==> config.mk <==
export PLATFORM = sky130hd
export DESIGN_NAME = tga_pixel_run_decoder
export DESIGN_NICKNAME = d
export VERILOG_FILES = /design/src/sv/tprd_pkg.sv /design/src/sv/tprd_front.sv /design/src/sv/tprd_queue.sv /design/src/sv/tprd_back.sv /design/src/sv/tga_pixel_run_decoder.sv
export SDC_FILE = /design/constraint.sdc
export NUM_CORES = 1
export LEC_CHECK = 0
export BUFFER_PORTS_ARGS = -buffer_cell sky130_fd_sc_hd__buf_2
export CAP_MARGIN = 20
export CORE_MARGIN = 10
export CORE_UTILIZATION = 40
export CTS_CLUSTER_DIAMETER = 150
export DETAILED_ROUTE_END_ITERATION = 10
export GPL_TIMING_DRIVEN = 0
export SYNTH_ARGS = -nofsm -noshare
export SYNTH_HDL_FRONTEND = slang
export SYNTH_SLANG_ARGS = --single-unit
==> constraint.sdc <==
create_clock -name clk -period 5.3 [get_ports clk]
set_input_delay 0.265 -clock clk [delete_from_list [all_inputs] [get_ports clk]]
set_output_delay 0.265 -clock clk [all_outputs]
set_load 0.02 [all_outputs]
==> src/sv/tprd_pkg.sv <==
// tprd_pkg: shared types and constants of the tga pixel run decoder
// used by tprd_front, tprd_queue, tprd_back and tga_pixel_run_decoder
`timescale 1ns / 1ps

package tprd_pkg;

  localparam int QueueDepth = 4;
  localparam int QueuePtrW  = $clog2(QueueDepth);
  localparam int QueueCntW  = $clog2(QueueDepth + 1);

  localparam logic [7:0] HdrRunBit    = 8'h80;
  localparam logic [7:0] HdrCountMask = 8'h7F;
  localparam logic [7:0] OpaqueAlpha  = 8'hFF;

  // configuration register indexes
  localparam logic [1:0] CfgRunLengthMode = 2'd0;
  localparam logic [1:0] CfgAlphaPresent  = 2'd1;
  localparam logic [1:0] CfgPixelTotal    = 2'd2;

  // what the back end does with one pixel byte
  typedef enum logic [2:0] {
    OP_BLUE,
    OP_GREEN,
    OP_RED,
    OP_RED_DONE,
    OP_ALPHA_DONE
  } op_t;

  typedef struct packed {
    op_t        op;
    logic [7:0] data;
    logic [7:0] count;
    logic       last;
  } cmd_t;

endpackage

==> src/sv/tprd_front.sv <==
// tprd_front: takes stream bytes, tracks pixel phase, packets and image count
// depends on tprd_pkg; emits one command per pixel byte to tprd_queue
`timescale 1ns / 1ps

module tprd_front (
  input  logic             clk,
  input  logic             rst,
  input  logic             accept,
  input  logic [7:0]       data_byte,
  input  logic             run_length_mode,
  input  logic             alpha_present,
  input  logic [31:0]      pixel_total,
  output logic             push,
  output tprd_pkg::cmd_t   cmd
);
  import tprd_pkg::*;

  logic [1:0]  byte_phase, byte_phase_next;
  logic        packet_is_run, packet_is_run_next;
  logic [7:0]  packet_pixels_left, packet_pixels_left_next;
  logic [31:0] image_pixels_left, image_pixels_left_next;
  logic        image_started;

  logic [31:0] left_eff;
  logic [31:0] left_after;
  logic [7:0]  count;
  logic        pixel_byte;
  logic        complete;

  assign left_eff = image_started ? image_pixels_left : pixel_total;

  // count of a finished pixel: runs clamp to what is left of the image
  always_comb begin
    count = 8'd1;
    if (run_length_mode && packet_is_run) begin
      if ({24'd0, packet_pixels_left} > left_eff) begin
        count = left_eff[7:0];
      end else begin
        count = packet_pixels_left;
      end
    end
  end

  assign left_after = left_eff - {24'd0, count};

  always_comb begin
    byte_phase_next         = byte_phase;
    packet_is_run_next      = packet_is_run;
    packet_pixels_left_next = packet_pixels_left;
    image_pixels_left_next  = left_eff;
    pixel_byte              = 1'b0;
    complete                = 1'b0;
    cmd.op                  = OP_BLUE;
    cmd.data                = data_byte;
    cmd.count               = count;
    cmd.last                = (left_after == 32'd0);

    if (left_eff != 32'd0) begin
      if (run_length_mode && packet_pixels_left == 8'd0) begin
        // packet header
        packet_is_run_next      = (data_byte & HdrRunBit) != 8'd0;
        packet_pixels_left_next = (data_byte & HdrCountMask) + 8'd1;
        byte_phase_next         = 2'd0;
      end else begin
        pixel_byte = 1'b1;
        case (byte_phase)
          2'd0: begin
            cmd.op          = OP_BLUE;
            byte_phase_next = 2'd1;
          end
          2'd1: begin
            cmd.op          = OP_GREEN;
            byte_phase_next = 2'd2;
          end
          2'd2: begin
            if (alpha_present) begin
              cmd.op          = OP_RED;
              byte_phase_next = 2'd3;
            end else begin
              cmd.op          = OP_RED_DONE;
              byte_phase_next = 2'd0;
              complete        = 1'b1;
            end
          end
          default: begin
            cmd.op          = OP_ALPHA_DONE;
            byte_phase_next = 2'd0;
            complete        = 1'b1;
          end
        endcase
      end
    end

    if (complete) begin
      image_pixels_left_next = left_after;
      if (run_length_mode) begin
        if (packet_is_run) begin
          packet_pixels_left_next = 8'd0;
        end else begin
          packet_pixels_left_next = packet_pixels_left - 8'd1;
        end
      end
    end
  end

  assign push = accept && pixel_byte;

  always_ff @(posedge clk) begin
    if (rst) begin
      byte_phase         <= 2'd0;
      packet_is_run      <= 1'b0;
      packet_pixels_left <= 8'd0;
      image_pixels_left  <= 32'd0;
      image_started      <= 1'b0;
    end else if (accept) begin
      byte_phase         <= byte_phase_next;
      packet_is_run      <= packet_is_run_next;
      packet_pixels_left <= packet_pixels_left_next;
      image_pixels_left  <= image_pixels_left_next;
      image_started      <= 1'b1;
    end
  end

endmodule

==> src/sv/tprd_queue.sv <==
// tprd_queue: short command queue between front and back end
// depends on tprd_pkg for the command type and depth
`timescale 1ns / 1ps

module tprd_queue (
  input  logic                          clk,
  input  logic                          rst,
  input  logic                          push,
  input  tprd_pkg::cmd_t                push_cmd,
  input  logic                          pop,
  output logic                          full,
  output logic                          empty,
  output tprd_pkg::cmd_t                head,
  output logic [tprd_pkg::QueueCntW-1:0] level
);
  import tprd_pkg::*;

  cmd_t                 entries [QueueDepth];
  logic [QueuePtrW-1:0] wr_ptr;
  logic [QueuePtrW-1:0] rd_ptr;

  assign full  = (level == QueueCntW'(QueueDepth));
  assign empty = (level == '0);
  assign head  = entries[rd_ptr];

  always_ff @(posedge clk) begin
    if (push) begin
      entries[wr_ptr] <= push_cmd;
    end
  end

  always_ff @(posedge clk) begin
    if (rst) begin
      wr_ptr <= '0;
      rd_ptr <= '0;
      level  <= '0;
    end else begin
      if (push) begin
        wr_ptr <= wr_ptr + QueuePtrW'(1);
      end
      if (pop) begin
        rd_ptr <= rd_ptr + QueuePtrW'(1);
      end
      if (push && !pop) begin
        level <= level + QueueCntW'(1);
      end else if (pop && !push) begin
        level <= level - QueueCntW'(1);
      end
    end
  end

endmodule

==> src/sv/tprd_back.sv <==
// tprd_back: gathers colour bytes from the queue and holds the output pixel
// depends on tprd_pkg; drains tprd_queue into an output register
`timescale 1ns / 1ps

module tprd_back (
  input  logic           clk,
  input  logic           rst,
  input  logic           q_empty,
  input  tprd_pkg::cmd_t head,
  output logic           pop,
  output logic           out_valid,
  input  logic           out_stall,
  output logic [7:0]     red,
  output logic [7:0]     green,
  output logic [7:0]     blue,
  output logic [7:0]     alpha,
  output logic [7:0]     repeat_count,
  output logic           last_pixel
);
  import tprd_pkg::*;

  logic [7:0] blue_hold;
  logic [7:0] green_hold;
  logic [7:0] red_hold;
  logic       slot_free;
  logic       done;

  assign slot_free = !out_valid || !out_stall;
  assign pop       = !q_empty && slot_free;
  assign done      = (head.op == OP_RED_DONE) || (head.op == OP_ALPHA_DONE);

  always_ff @(posedge clk) begin
    if (rst) begin
      blue_hold  <= 8'd0;
      green_hold <= 8'd0;
      red_hold   <= 8'd0;
    end else if (pop) begin
      case (head.op)
        OP_BLUE:     blue_hold  <= head.data;
        OP_GREEN:    green_hold <= head.data;
        OP_RED:      red_hold   <= head.data;
        OP_RED_DONE: red_hold   <= head.data;
        default:     ;
      endcase
    end
  end

  always_ff @(posedge clk) begin
    if (rst) begin
      out_valid <= 1'b0;
    end else if (pop && done) begin
      out_valid <= 1'b1;
    end else if (slot_free) begin
      out_valid <= 1'b0;
    end
  end

  always_ff @(posedge clk) begin
    if (pop && done) begin
      green        <= green_hold;
      blue         <= blue_hold;
      repeat_count <= head.count;
      last_pixel   <= head.last;
      if (head.op == OP_RED_DONE) begin
        red   <= head.data;
        alpha <= OpaqueAlpha;
      end else begin
        red   <= red_hold;
        alpha <= head.data;
      end
    end
  end

endmodule

==> src/sv/tga_pixel_run_decoder.sv <==
// tga_pixel_run_decoder: top level of the tga pixel-data decoder
// instantiates tprd_front, tprd_queue and tprd_back; uses tprd_pkg
`timescale 1ns / 1ps

// Decodes the pixel-data bytes of a true-colour TGA image, one byte per transfer
// on the input channel, raw (B,G,R[,A]) or run-length packets. Each finished
// pixel leaves as one output transfer with its colour, alpha (255 on 24-bit
// images), repeat_count (1, or the clamped run length) and last_pixel. Packet
// headers, partial pixel bytes and bytes after the image end give no output.
// The block takes one byte per cycle: the front end updates the phase and
// packet counters and writes a command into a four-entry queue, and the back
// end drains one command per cycle into the output register unless the output
// is stalled, so a byte is accepted every cycle unless the queue is full. The
// pixel count is taken from pixel_total at the first byte after reset; the
// user writes configuration through the cfg channel (ready outside reset)
// while idle, which the block does not enforce. Both the input and the cfg
// channel hold off during reset.

module tga_pixel_run_decoder (
  input  logic        clk,
  input  logic        rst,
  // input byte stream
  input  logic        in_valid,
  output logic        in_stall,
  input  logic [7:0]  data_byte,
  // decoded pixels
  output logic        out_valid,
  input  logic        out_stall,
  output logic [7:0]  red,
  output logic [7:0]  green,
  output logic [7:0]  blue,
  output logic [7:0]  alpha,
  output logic [7:0]  repeat_count,
  output logic        last_pixel,
  // configuration writes
  input  logic        cfg_valid,
  output logic        cfg_ready,
  input  logic [1:0]  cfg_index,
  input  logic [31:0] cfg_data
);
  import tprd_pkg::*;

  logic        run_length_mode;
  logic        alpha_present;
  logic [31:0] pixel_total;

  logic                 in_accept;
  logic                 push;
  cmd_t                 push_cmd;
  cmd_t                 head;
  logic                 pop;
  logic                 q_full;
  logic                 q_empty;
  logic [QueueCntW-1:0] q_level;

  // configuration registers, written on each cfg transfer
  assign cfg_ready = !rst;

  always_ff @(posedge clk) begin
    if (rst) begin
      run_length_mode <= 1'b0;
      alpha_present   <= 1'b0;
      pixel_total     <= 32'd1;
    end else if (cfg_valid && cfg_ready) begin
      case (cfg_index)
        CfgRunLengthMode: run_length_mode <= cfg_data[0];
        CfgAlphaPresent:  alpha_present   <= cfg_data[0];
        CfgPixelTotal:    pixel_total     <= cfg_data;
        default:          ;
      endcase
    end
  end

  // stall on a full queue or during reset, independent of in_valid
  assign in_stall  = q_full || rst;
  assign in_accept = in_valid && !in_stall;

  tprd_front u_front (
    .clk                (clk),
    .rst                (rst),
    .accept             (in_accept),
    .data_byte          (data_byte),
    .run_length_mode    (run_length_mode),
    .alpha_present      (alpha_present),
    .pixel_total        (pixel_total),
    .push               (push),
    .cmd                (push_cmd)
  );

  tprd_queue u_queue (
    .clk      (clk),
    .rst      (rst),
    .push     (push),
    .push_cmd (push_cmd),
    .pop      (pop),
    .full     (q_full),
    .empty    (q_empty),
    .head     (head),
    .level    (q_level)
  );

  tprd_back u_back (
    .clk          (clk),
    .rst          (rst),
    .q_empty      (q_empty),
    .head         (head),
    .pop          (pop),
    .out_valid    (out_valid),
    .out_stall    (out_stall),
    .red          (red),
    .green        (green),
    .blue         (blue),
    .alpha        (alpha),
    .repeat_count (repeat_count),
    .last_pixel   (last_pixel)
  );

  // queue never holds more than its depth
  a_queue_bound: assert property (@(posedge clk) disable iff (rst)
    q_level <= QueueCntW'(QueueDepth))
    else $error("command queue level beyond depth");

  // a pixel transfer always carries a repeat count from 1 to 128
  a_repeat_range: assert property (@(posedge clk) disable iff (rst)
    out_valid |-> (repeat_count != 8'd0 && repeat_count <= 8'd128))
    else $error("repeat_count out of range");

  // a full queue never takes a push
  a_no_overflow: assert property (@(posedge clk) disable iff (rst)
    q_full |-> !push)
    else $error("push into full command queue");

endmodule

==> flow_metrics.tcl <==
set metrics [dict create \
    ys_seq_area_share_pct 52.1 \
    num_antenna_cells 0 \
    rr_startpoint "u_front.image_started$_SDFFE_PP0P_" \
    place_congestion 0.912 \
    critPathCaptureType "register" \
    hold_depth 1 \
    port_buffers 89 \
    fp.dieH_um 188 \
    drt_wl_total_um 29900 \
    nFillCells 2586 \
    path_max_fanout 10 \
    firstDrtPassIters 5 \
    met3_usage_pct 3.10 \
    pin_count 91 \
    layout.cells.non_filler 1597 \
    area_growth_pct 23.5 \
    synth.avg_cell_area_um2 10.9 \
    finalHoldViolCount 0 \
    maxCapViolCount 0 \
    drt_iter0_drc 517 \
    core-area_mm2 0.0278 \
    p_leak_nw 5.15 \
    maxSlewHeadroom_pct 30.8 \
    antenna_found_initial 0 \
    final_util_pct 50.1 \
    vias 8613 \
    min_to "u_queue.entries[0][12]$_DFFE_PP_" \
    dieArea_mm2 0.0353 \
    start_kind "register" \
    reg2regPathDepth 26 \
    p_per_area_mw_per_mm2 410 \
    drive_gt1_share_pct 21.9 \
    grt_pass1_wl_um 47100 \
    synth_edf_count 121 \
    ant_nets 0 \
    setup_viol 0 \
    use_met2_pct 26.9 \
    drc 0 \
    grt-ovfl-total 0 \
    grt_pass1_vias 8368 \
    synthCells 1031 \
    required_ns 5.69 \
    cts-root-buf "clkbuf_16" \
    skew_ns 0.00955 \
    htree_levels 1 \
    post-dp-hpwl_um 21300 \
    fmax_ghz 0.195 \
    dpl.cell_count 1499 \
    fin_nets 1272 \
    grtUsageMet1_pct 21.1 \
    grt_start_max_net_pins 38 \
    initial_core_util_pct 40.6 \
    synth_ff_type "edfxtp_1" \
    insertion_delay_ns 0.53 \
    hp-start "data_byte[3]" \
    via_per_inst 5.39 \
    r2r_slack_ns 0.17 \
    status "finished, final reports clean" \
    finalMaxSlewViolations 0 \
    hold_slack_ns 0.0275 \
    cts_buffer_depth 3 \
    reg2reg_to "u_queue.entries[3][0]$_DFFE_PP_" \
    avgRoutedWirePerCell_um 18.7 \
    grt_usage_pct 16.3 \
    post-route-period-util_pct 96.9 \
    numCtsBuffers 26 \
    worst_slew_pin_slew_ns 1.04 \
    synth-async-reset-ratio_pct 0 \
    top_usage_layer "met2" \
    synthDistinctLibCells 69 \
    min_path_type "input port to register" \
    die_x_um 188 \
    crit_arrival_ns 5.53 \
    critPathKind "register to register" \
    ys_seq_elements 233 \
    total_power_mw 5.70 \
    yosys_warnings 0 \
    syn-num-nets 1104 \
    min_period_ns 5.13 \
    clock-sinks 233 \
    cts.clk_slew.worst_paths_ns 0.06 \
    rows 61 \
    synthesis.area_mm2 0.0113 \
    cts_tree "built" \
    ir_drop_v 0.000258 \
]
report_power, final:
group,total [mW],internal [mW],switching (mW)
logic,1.64,0.675,0.968
clock network,1.82,1.09,0.723
registers,2.25,2.16,0.0821
total,5.70,3.93,1.77
layout by cell type, fill, tap and decap left out, types with 5 or more instances in the layout:
master / n
edfxtp_1: 121
dfxtp_1: 112
buf_2: 93
nor2_1: 90
nand2_1: 90
mux2i_1: 67
nand3_1: 49
a21oi_1: 48
clkbuf_1: 45
dlygate4sd3_1: 36
xnor2_1: 30
o21ai_0: 28
clkbuf_16: 27
nor3_1: 25
inv_1: 21
mux4_2: 20
or3_1: 19
xor2_1: 17
ha_1: 17
mux2_2: 16
or2_2: 16
buf_4: 15
nor4_1: 11
and3_1: 9
o211ai_1: 8
and2_1: 8
nand3b_1: 8
nand4_1: 7
nor3b_1: 6
a221o_1: 6
a211oi_1: 6
or4_1: 5
Yosys cell counts, drive strengths merged, types with 5 or more instances:
master,number,area (um2)
nand3,53,265
clkbuf,43,161
and2,8,50.1
a21oi,52,260
or4,7,52.6
buf,13,91.3
o22ai,5,31.3
o211ai,8,60.1
nor3,29,155
xor2,18,158
a211oi,7,52.6
nor3b,7,57.6
mux2,20,225
edfxtp,121,3630
nor2,93,349
nand4,8,56.3
nand2,91,344
mux4,20,450
or3,19,119
nor4,16,100
and3,9,56.3
o2111ai,6,52.6
nand3b,8,60.1
o21a,5,37.5
inv,22,82.6
dfxtp,112,2240
a221o,6,60.1
xnor2,31,272
ha,24,300
mux2i,68,681
o21ai,31,159
or2,16,100
through the flow:
step                instance area, um2  setup WS, ns  TNS, ns
floorplan                        11300       0.00871        0
global placement                 12200         -1.63   -26.51
detailed placement               12200         -1.62   -27.18
CTS                              13700        0.0668        0
global route                     13900       -0.0276   -0.106
finish                           13900         0.165        0
kinds of logic after synthesis:
group	count (synthesis)	share of synthesized area, %
AO/OA/AOI/OAI	151	8.84
XOR/XNOR	49	3.81
adder cells (fa/ha/maj)	26	3.02
buffers and inverters	78	2.97
flip-flops	233	52.1
multiplexers	108	12.0
AND/OR/NAND/NOR	386	17.2
cell type report:
| cell class | instances | area (um2) | share of cell area (%) |
|---|---|---|---|
| multi-input combinational | 720 | 5350 | 38.4 |
| clock buffer | 35 | 714 | 5.13 |
| inverter | 22 | 82.6 | 0.593 |
| tap | 378 | 473 | 3.40 |
| buffer | 53 | 299 | 2.15 |
| timing repair buffer | 143 | 973 | 6.99 |
| clock inverter | 13 | 158 | 1.13 |
| sequential | 233 | 5880 | 42.2 |
sequential cells by signal, summed over array words and instances, names as in the netlist, 3 cells and up, named ones only:
register	count
u_queue.entries	80
pixel_total	32
u_front.image_pixels_left	32
u_back.alpha	8
u_back.blue	8
u_back.blue_hold	8
u_back.green	8
u_back.green_hold	8
u_back.red	8
u_back.red_hold	8
u_back.repeat_count	8
u_front.packet_pixels_left	8
u_queue.level	3
critical path: stages (launching register included):
cell and delay (ns):
dfxtp_1 0.30, buf_6 0.13, buf_12 0.12, clkbuf_16 0.17, buf_8 0.16, mux2_4 0.22, inv_1 0.04, ha_1 0.31
nand3_2 0.09, o22ai_1 0.15, nor2_1 0.07, o21ai_2 0.13, nand3_2 0.13, buf_12 0.16, mux2i_2 0.15, or2_2 0.29
ha_1 0.30, nor2b_1 0.17, o31a_1 0.35, a311oi_4 0.23, buf_6 0.15, buf_6 0.13, nand3b_1 0.14, xnor2_1 0.22
o2111ai_2 0.18, nor4_4 0.30, buf_4 0.19
how the worst max path moves through the flow:
stage | start | to | slack [ns] | cells after the start
2_1_floorplan | u_front.image_started$_SDFFE_PP0P_ | u_queue.entries[0][0]$_DFFE_PP_ | 0.009 | 24
3_5_place_dp | u_front.image_started$_SDFFE_PP0P_ | u_queue.entries[0][0]$_DFFE_PP_ | -1.62 | 23
5_1_grt | u_front.image_started$_SDFFE_PP0P_ | u_queue.entries[3][0]$_DFFE_PP_ | -0.03 | 26
3_3_place_gp | u_front.image_started$_SDFFE_PP0P_ | u_queue.entries[0][0]$_DFFE_PP_ | -1.63 | 23
6_report | u_front.image_started$_SDFFE_PP0P_ | u_queue.entries[3][0]$_DFFE_PP_ | 0.17 | 26
4_1_cts | u_front.image_started$_SDFFE_PP0P_ | u_queue.entries[3][0]$_DFFE_PP_ | 0.07 | 24
what timing repair did:
item,4_1_cts,5_1_grt
setup endpoints to repair,30,16
pin swaps,6,17
hold endpoints to repair,46,0
setup buffers,10,7
gates resized for setup,39,28
hold buffers,36,0
routing by layer:
layer / vias up / routed length (um)
met4: 0 / 766
li1: 4150 / -
met5: - / 0
met3: 55 / 1590
met1: 4174 / 13500
met2: 234 / 14000
Note: power is estimated with default switching activity, not from simulation.
